<file path="src/hw/rtl/olad_pkg.sv">
`timescale 1ns / 1ps

package olad_pkg;

	// Capacity of the list and the widths that follow from it.
	localparam int DEPTH = 16;
	localparam int IDX_W = $clog2(DEPTH);
	localparam int CNT_W = $clog2(DEPTH + 1);
	localparam int DATA_W = 32;

	typedef enum logic [1:0] {
		ACT_APPEND = 2'd0,
		ACT_DELETE = 2'd1,
		ACT_LIST   = 2'd2
	} action_t;

	typedef enum logic [1:0] {
		ST_OK        = 2'd0,
		ST_EMPTY     = 2'd1,
		ST_NOT_FOUND = 2'd2,
		ST_FULL      = 2'd3
	} status_t;

	typedef enum logic [2:0] {
		S_IDLE,
		S_RESP,
		S_SRCH_RD,
		S_SRCH_CMP,
		S_SHIFT_RD,
		S_SHIFT_WR,
		S_LIST_RD,
		S_LIST_EMIT
	} state_t;

	// Commands from the controller to the datapath.
	typedef struct packed {
		logic    cap_value;
		logic    idx_clr;
		logic    idx_inc;
		logic    rd_en;
		logic    rd_next;
		logic    wr_app;
		logic    wr_shift;
		logic    cnt_dec;
		logic    out_load;
		status_t out_status;
		logic    out_entry_valid;
		logic    out_last;
	} dp_cmd_t;

	// Status from the datapath to the controller.
	typedef struct packed {
		logic count_zero;
		logic full;
		logic match;
		logic idx_last;
		logic idx_penult;
		logic out_free;
	} dp_sts_t;

endpackage

</file>
<file path="src/hw/rtl/ordered_list_append_delete.sv">
`timescale 1ns / 1ps
// An append, or any request on an empty list, goes to the response state, which loads the
// result register once it is free. A delete reads and compares one entry at a time from the
// head until a match or the last entry, then shifts each later entry down one place (a read,
// then a write); a listing loads each entry it reads into the result register once it is free.
// Throughput: one transaction at a time; the next is accepted once the current walk is done.
// Reset: asynchronous, active low; the list is emptied and the result valid flag cleared.
module ordered_list_append_delete (
	input  logic               clk,
	input  logic               arst_n,
	input  logic               in_valid,
	output logic               in_ready,
	input  logic [1:0]         action,
	input  logic signed [31:0] value,
	output logic               out_valid,
	input  logic               out_ready,
	output logic [1:0]         status,
	output logic signed [31:0] entry,
	output logic               entry_valid,
	output logic               last
);
	import olad_pkg::*;

	// The controller sequences each transaction over the list store; the datapath
	// holds the store, the entry count, the walk index and the result register.
	dp_cmd_t cmd;
	dp_sts_t sts;
	status_t status_w;

	olad_ctrl u_ctrl (
		.clk      (clk),
		.arst_n   (arst_n),
		.in_valid (in_valid),
		.in_ready (in_ready),
		.action   (action),
		.sts      (sts),
		.cmd      (cmd)
	);

	// The result register sits in the datapath, so a finished result can wait
	// for the consumer while the controller returns to idle.
	olad_datapath u_datapath (
		.clk         (clk),
		.arst_n      (arst_n),
		.cmd         (cmd),
		.sts         (sts),
		.value       (value),
		.out_valid   (out_valid),
		.out_ready   (out_ready),
		.status      (status_w),
		.entry       (entry),
		.entry_valid (entry_valid),
		.last        (last)
	);

	assign status = 2'(status_w);

endmodule

</file>
<file path="src/hw/rtl/olad_datapath.sv">
`timescale 1ns / 1ps

module olad_datapath (
	input  logic                          clk,
	input  logic                          arst_n,
	input  olad_pkg::dp_cmd_t             cmd,
	output olad_pkg::dp_sts_t             sts,
	input  logic signed [31:0]            value,
	output logic                          out_valid,
	input  logic                          out_ready,
	output olad_pkg::status_t             status,
	output logic signed [31:0]            entry,
	output logic                          entry_valid,
	output logic                          last
);
	import olad_pkg::*;

	logic [DATA_W-1:0] mem_q [DEPTH];
	logic [DATA_W-1:0] rd_data_q;
	logic [DATA_W-1:0] value_q;
	logic [CNT_W-1:0]  count_q;
	logic [IDX_W-1:0]  idx_q;
	logic              out_valid_q;
	status_t           status_q;
	logic [DATA_W-1:0] entry_q;
	logic              entry_valid_q;
	logic              last_q;

	logic              wr_en;
	logic [IDX_W-1:0]  wr_addr;
	logic [DATA_W-1:0] wr_data;
	logic [IDX_W-1:0]  rd_addr;
	logic [CNT_W-1:0]  idx_wide;

	assign idx_wide = CNT_W'(idx_q);
	assign wr_en    = cmd.wr_app | cmd.wr_shift;
	assign wr_addr  = cmd.wr_app ? count_q[IDX_W-1:0] : idx_q;
	assign wr_data  = cmd.wr_app ? DATA_W'(value) : rd_data_q;
	assign rd_addr  = cmd.rd_next ? IDX_W'(idx_wide + CNT_W'(1)) : idx_q;

	// Single-port-style store: one write and one registered read per cycle.
	always_ff @(posedge clk) begin
		if (wr_en) begin
			mem_q[wr_addr] <= wr_data;
		end
		if (cmd.rd_en) begin
			rd_data_q <= mem_q[rd_addr];
		end
		if (cmd.cap_value) begin
			value_q <= DATA_W'(value);
		end
	end

	always_ff @(posedge clk or negedge arst_n) begin
		if (!arst_n) begin
			count_q <= '0;
			idx_q   <= '0;
		end else begin
			if (cmd.wr_app) begin
				count_q <= count_q + CNT_W'(1);
			end else if (cmd.cnt_dec) begin
				count_q <= count_q - CNT_W'(1);
			end
			if (cmd.idx_clr) begin
				idx_q <= '0;
			end else if (cmd.idx_inc) begin
				idx_q <= idx_q + IDX_W'(1);
			end
		end
	end

	// Output register decouples the result side from the list walk.
	always_ff @(posedge clk or negedge arst_n) begin
		if (!arst_n) begin
			out_valid_q <= 1'b0;
		end else if (cmd.out_load) begin
			out_valid_q <= 1'b1;
		end else if (out_ready) begin
			out_valid_q <= 1'b0;
		end
	end

	always_ff @(posedge clk) begin
		if (cmd.out_load) begin
			status_q      <= cmd.out_status;
			entry_q       <= cmd.out_entry_valid ? rd_data_q : '0;
			entry_valid_q <= cmd.out_entry_valid;
			last_q        <= cmd.out_last;
		end
	end

	assign sts.count_zero = (count_q == '0);
	assign sts.full       = (count_q == CNT_W'(DEPTH));
	assign sts.match      = (rd_data_q == value_q);
	assign sts.idx_last   = ((idx_wide + CNT_W'(1)) == count_q);
	assign sts.idx_penult = ((idx_wide + CNT_W'(2)) == count_q);
	assign sts.out_free   = !out_valid_q || out_ready;

	assign out_valid   = out_valid_q;
	assign status      = status_q;
	assign entry       = entry_q;
	assign entry_valid = entry_valid_q;
	assign last        = last_q;

`ifndef SYNTHESIS
	a_count_bound: assert property (@(posedge clk) disable iff (!arst_n)
		count_q <= CNT_W'(DEPTH))
		else $error("entry count exceeds capacity");
	a_no_append_full: assert property (@(posedge clk) disable iff (!arst_n)
		cmd.wr_app |-> !sts.full)
		else $error("append written into a full list");
	a_no_dec_empty: assert property (@(posedge clk) disable iff (!arst_n)
		cmd.cnt_dec |-> !sts.count_zero)
		else $error("entry count decremented below zero");
	a_load_when_free: assert property (@(posedge clk) disable iff (!arst_n)
		cmd.out_load |-> (!out_valid_q || out_ready))
		else $error("result register overwritten before it was taken");
`endif

endmodule

</file>
<file path="src/hw/rtl/olad_ctrl.sv">
`timescale 1ns / 1ps

module olad_ctrl (
	input  logic              clk,
	input  logic              arst_n,
	input  logic              in_valid,
	output logic              in_ready,
	input  logic [1:0]        action,
	input  olad_pkg::dp_sts_t sts,
	output olad_pkg::dp_cmd_t cmd
);
	import olad_pkg::*;

	state_t  state_q, state_d;
	status_t resp_q, resp_d;
	logic    accept;

	assign accept = in_valid && in_ready;

	always_ff @(posedge clk or negedge arst_n) begin
		if (!arst_n) begin
			state_q <= S_IDLE;
			resp_q  <= ST_OK;
		end else begin
			state_q <= state_d;
			resp_q  <= resp_d;
		end
	end

	always_comb begin
		state_d  = state_q;
		resp_d   = resp_q;
		in_ready = 1'b0;
		cmd      = '0;
		cmd.out_status = ST_OK;
		case (state_q)
			S_IDLE: begin
				in_ready = 1'b1;
				if (accept) begin
					case (action)
						ACT_APPEND: begin
							if (sts.full) begin
								resp_d = ST_FULL;
							end else begin
								cmd.wr_app = 1'b1;
								resp_d     = ST_OK;
							end
							state_d = S_RESP;
						end
						ACT_DELETE: begin
							if (sts.count_zero) begin
								resp_d  = ST_EMPTY;
								state_d = S_RESP;
							end else begin
								cmd.cap_value = 1'b1;
								cmd.idx_clr   = 1'b1;
								state_d       = S_SRCH_RD;
							end
						end
						ACT_LIST: begin
							if (sts.count_zero) begin
								resp_d  = ST_EMPTY;
								state_d = S_RESP;
							end else begin
								cmd.idx_clr = 1'b1;
								state_d     = S_LIST_RD;
							end
						end
						default: begin
							// Unused code: dropped with no result.
							state_d = S_IDLE;
						end
					endcase
				end
			end
			S_RESP: begin
				if (sts.out_free) begin
					cmd.out_load   = 1'b1;
					cmd.out_status = resp_q;
					cmd.out_last   = 1'b1;
					state_d        = S_IDLE;
				end
			end
			S_SRCH_RD: begin
				cmd.rd_en = 1'b1;
				state_d   = S_SRCH_CMP;
			end
			S_SRCH_CMP: begin
				if (sts.match) begin
					if (sts.idx_last) begin
						cmd.cnt_dec = 1'b1;
						resp_d      = ST_OK;
						state_d     = S_RESP;
					end else begin
						state_d = S_SHIFT_RD;
					end
				end else if (sts.idx_last) begin
					resp_d  = ST_NOT_FOUND;
					state_d = S_RESP;
				end else begin
					cmd.idx_inc = 1'b1;
					state_d     = S_SRCH_RD;
				end
			end
			S_SHIFT_RD: begin
				cmd.rd_en   = 1'b1;
				cmd.rd_next = 1'b1;
				state_d     = S_SHIFT_WR;
			end
			S_SHIFT_WR: begin
				cmd.wr_shift = 1'b1;
				cmd.idx_inc  = 1'b1;
				if (sts.idx_penult) begin
					cmd.cnt_dec = 1'b1;
					resp_d      = ST_OK;
					state_d     = S_RESP;
				end else begin
					state_d = S_SHIFT_RD;
				end
			end
			S_LIST_RD: begin
				cmd.rd_en = 1'b1;
				state_d   = S_LIST_EMIT;
			end
			S_LIST_EMIT: begin
				if (sts.out_free) begin
					cmd.out_load        = 1'b1;
					cmd.out_status      = ST_OK;
					cmd.out_entry_valid = 1'b1;
					cmd.out_last        = sts.idx_last;
					if (sts.idx_last) begin
						state_d = S_IDLE;
					end else begin
						cmd.idx_inc = 1'b1;
						state_d     = S_LIST_RD;
					end
				end
			end
			default: begin
				state_d = S_IDLE;
			end
		endcase
	end

endmodule
</file>
<file path="config.mk">
export PLATFORM = sky130hd
export DESIGN_NAME = ordered_list_append_delete
export DESIGN_NICKNAME = d
export VERILOG_FILES = /design/src/hw/rtl/olad_pkg.sv /design/src/hw/rtl/ordered_list_append_delete.sv /design/src/hw/rtl/olad_datapath.sv /design/src/hw/rtl/olad_ctrl.sv
export SDC_FILE = /design/constraint.sdc
export NUM_CORES = 1
export LEC_CHECK = 0
export ABC_AREA = 0
export CAP_MARGIN = 20
export CORE_MARGIN = 5
export CORE_UTILIZATION = 35
export DETAILED_ROUTE_END_ITERATION = 8
export DONT_BUFFER_PORTS = 1
export PLACE_DENSITY_LB_ADDON = 0.15
export SLEW_MARGIN = 20
export SYNTH_ARGS = -nofsm -noshare
export SYNTH_HDL_FRONTEND = slang
export SYNTH_SLANG_ARGS = --single-unit
</file>
<file path="constraint.sdc">
create_clock -name clk -period 10.2 [get_ports clk]
set_input_delay 2.04 -clock clk [delete_from_list [all_inputs] [get_ports clk]]
set_output_delay 2.04 -clock clk [all_outputs]
set_load 0.05 [all_outputs]
</file>
==> results.toml <==
[logic_synthesis]
synth-edff-count = 612
synthMuxAreaShare_pct = 12.1
synth_top_family_by_area = "multiplexers"
synth_flop_cell = "edfxtp_1"
synth_top_area_cell = "edfxtp_1"
syn_avg_cell_area_um2 = 19.5
yosys_warnings = 0
synth_area_leaders = "edfxtp_1 (75%), mux4_2 (12%), nand2_1 (2.2%), a22oi_1 (2.0%), dfrtp_1 (1.5%)"
synth-xor-area-share_pct = 1.78
synth_area_um2 = 24600
seq_area_frac_synth_pct = 76.2
synth_seq_cells = 627
synth_nets = 1312
synthCells = 1264
ys_async_sr_fraction_pct = 2.39
synth_cell_types = 52
synth_compound_area_share_pct = 3.20
synth_top_area_share_pct = 74.7
synth-simple-area-share_pct = 4.81
yosys.area_share.adder_pct = 0.539

[global_route]
grt_antenna_before_repair = 3
grt_first_pass_wirelength_um = 87800
grt_max_degree = 129
first_global_vias = 12463
grt_use_total_pct = 16.0
grt-ovfl-total = 0

[timing]
fin_tns_setup_ns = 0
max_freq_ghz = 0.207
max_slew_margin_pct = 33.8
period_minus_slack_ns = 4.84
maxSlewViolCount = 0
worst_pin_slew_ns = 0.987
rsz0062_at_grt = "false"
setup_viol = 0
hold_viol = 0
fin_crit_sh_pct = 47.5
finalClockSkew_ns = 0.0190

[floorplan]
die_w_um = 275
io_pins = 76
die_h_um = 275
design.die.area_um2 = 75700
start_util_pct = 35.2
core_area_um2 = 69900
num_rows = 97

[pwr]
clkPwrFrac_pct = 30.3
power_frac_comb_pct = 22.4
power.internal_mw = 5.22
power_per_cell_area_nw_per_um2 = 272
p_leak_nw = 9.08
seqPwrFrac_pct = 47.3
p_sw_mw = 2.40
swShare_pct = 31.5
irDropWorstVdd_mv = 0.230

[critical_path]
worst_path_max_delay_cell = "a31oi_1"
crit_required_ns = 10.47
reg2reg_depth = 10
arrival_ns = 5.11
path_class = "input port to flip-flop"
crit_chain = "nand2_1, nor3_1, and3_2, buf_4, inv_2, and3_1, a31oi_1, nor2_4, buf_4"
worstSetupEndpointType = "flip-flop"
worstReg2RegEnd = "u_datapath.mem_q[15][10]"
path_delay_family = "simple AND/OR/NAND/NOR gates"
crit_path_start_kind = "input port"
r2r_start = "u_ctrl.state_q[0]"
crit_fanout = 32
cpPeakStageDelay_ns = 0.69
rrSetupSlack_ns = 5.95
timing.critical_path.buf_inv = 3
path_common_cell = "buf_4"

[clock_network]
cts_setup_buffers = 0
cts_resized = 0
cts.sinks = 627
clk_latency_ns = 0.59
cts_hold_buffers = 0
tritoncts = "built"
clk_path_buf_depth = 3
cts-root-buf = "clkbuf_16"
cts_buffers = 69
htreeDepth = 3
clkTransAtPathRegs_ns = 0.06

[drt]
drt-total-wl_um = 60300
wire_per_inst_um = 26.2
drt_first_pass_iters = 5
drt_iter0_markers = 1013
drc = 0
vias = 11905
via_per_inst = 5.19
drt.antenna.violating_nets = 0

[placed_design]
dpl.cell_count = 2171
place_congestion = 0.738
port_buffers = 0
hpwl_um = 33800

[cells_and_area]
final_nets = 1350
syn_to_final_growth_pct = 13.8
stdcell_count = 2296
drive_gt1_share_pct = 21.1

[min_path]
min_path_type = "flip-flop to flip-flop"
whs_endpoint = "u_ctrl.resp_q[0]"
hold_path_depth = 1
hp-start = "u_ctrl.resp_q[0]"

[run]
max-cap-violations = 0

[status]
status = "finished clean"
## registers in the layout, indices dropped and copies added (netlist names), 2 cells and up
signal and count:
u_datapath.idx_q 4, u_datapath.entry 32, u_datapath.value_q 32, u_ctrl.state_q 3
u_datapath.mem_q 512, u_ctrl.resp_q 2, u_datapath.count_q 5, u_datapath.rd_data_q 32
u_datapath.status 2
## cells in the final DEF, fill, tap and decap left out, types with 8 or more instances in the layout
cell type	Yosys	layout
buf_4	10	27
clkbuf_1	30	12
nand3_1	8	8
and2_1	37	37
nor2_4	0	21
ha_1	9	9
clkinv_1	1	14
nand2_1	143	143
o21ai_0	11	11
nor2_1	35	14
dfrtp_1	15	15
a22oi_1	65	65
xor2_1	41	40
nor4_1	10	10
clkinv_2	0	10
clkbuf_16	0	70
edfxtp_1	612	612
mux4_2	128	128
inv_1	10	10
## layer usage
metal  track usage (%)  part of all wire, %  up-vias
met4              3.63                  1.3        0
li1                  -                    -     5165
met3              3.25                  5.8       53
met5                 0                    0        -
met2              25.6                   48      309
met1              22.7                   45     6378
## cells by family after synthesis
kind of cell / after synthesis
muxes: 136
adders and majority gates: 10
xor gates and xnor gates: 49
AOI/OAI and AO/OA: 109
and+or+nand+nor: 260
buffers and inverters: 73
DFF: 627
## area by class of cell
cell class / count / area (um^2)
clock inverter: 36 / 254
clock buffer: 82 / 1800
multi-input combinational: 564 / 5710
tap: 940 / 1180
fill: 6255 / 41900
inverter: 11 / 41.3
sequential: 627 / 18800
timing repair buffer: 29 / 243
antenna: 7 / 17.5
## power by group through the flow
stage / Clock [mW] / Sequential (mW) / Combinational (mW)
3_5_place_dp: 0 / 3.66 / 1.76
5_1_grt: 2.48 / 3.63 / 1.87
6_report: 2.31 / 3.61 / 1.71
4_1_cts: 2.37 / 3.61 / 1.76
3_3_place_gp: 0 / 3.66 / 1.74
2_1_floorplan: 0 / 3.57 / 1.27
## worst max path at each step
stage	startpoint	end	slack, ns	cells after the start
global placement	in_valid	u_datapath.count_q[4]	4.81	12
global route	in_valid	u_datapath.count_q[4]	5.19	12
floorplan	in_valid	u_datapath.mem_q[5][0]	5.31	7
detailed placement	in_valid	u_datapath.mem_q[15][12]	4.79	9
finish	in_valid	u_datapath.mem_q[15][10]	5.36	9
CTS	in_valid	u_datapath.mem_q[15][10]	5.41	9
## synth_stat cells (2+ instances only)
cell / n
nor3b_1: 2
or2_2: 2
dfrtp_1: 15
nand2_1: 143
a21o_1: 3
buf_4: 10
inv_1: 10
and2_1: 37
a22oi_1: 65
a31oi_1: 5
o22ai_1: 2
nor2_1: 35
mux4_2: 128
clkbuf_1: 30
nand2b_1: 3
o21a_1: 2
o21ai_0: 11
nand3_1: 8
nor3_1: 5
and3_1: 4
edfxtp_1: 612
o311a_1: 2
xnor2_1: 7
nor2b_1: 4
xor2_1: 41
mux2_2: 2
a32oi_1: 2
a21oi_1: 6
buf_2: 21
nor4_1: 10
nand4_1: 3
mux2i_1: 6
ha_1: 9
## through the flow
| step | util (%) | power (mW) | setup WS [ns] | area (um^2) | hold slack (ns) |
|---|---|---|---|---|---|
| floorplan | - | 4.84 | 5.31 | 24600 | 0.472 |
| global placement | 37.1 | 5.40 | 4.81 | 25900 | 0.503 |
| detailed placement | 37.1 | 5.42 | 4.79 | 25900 | 0.506 |
| CTS | 40.0 | 7.74 | 5.41 | 28000 | 0.520 |
| global route | 40.0 | 7.98 | 5.19 | 28000 | 0.547 |
| finish | 40.0 | 7.62 | 5.36 | 28000 | 0.514 |
Note: power is estimated with default switching activity, not from simulation.
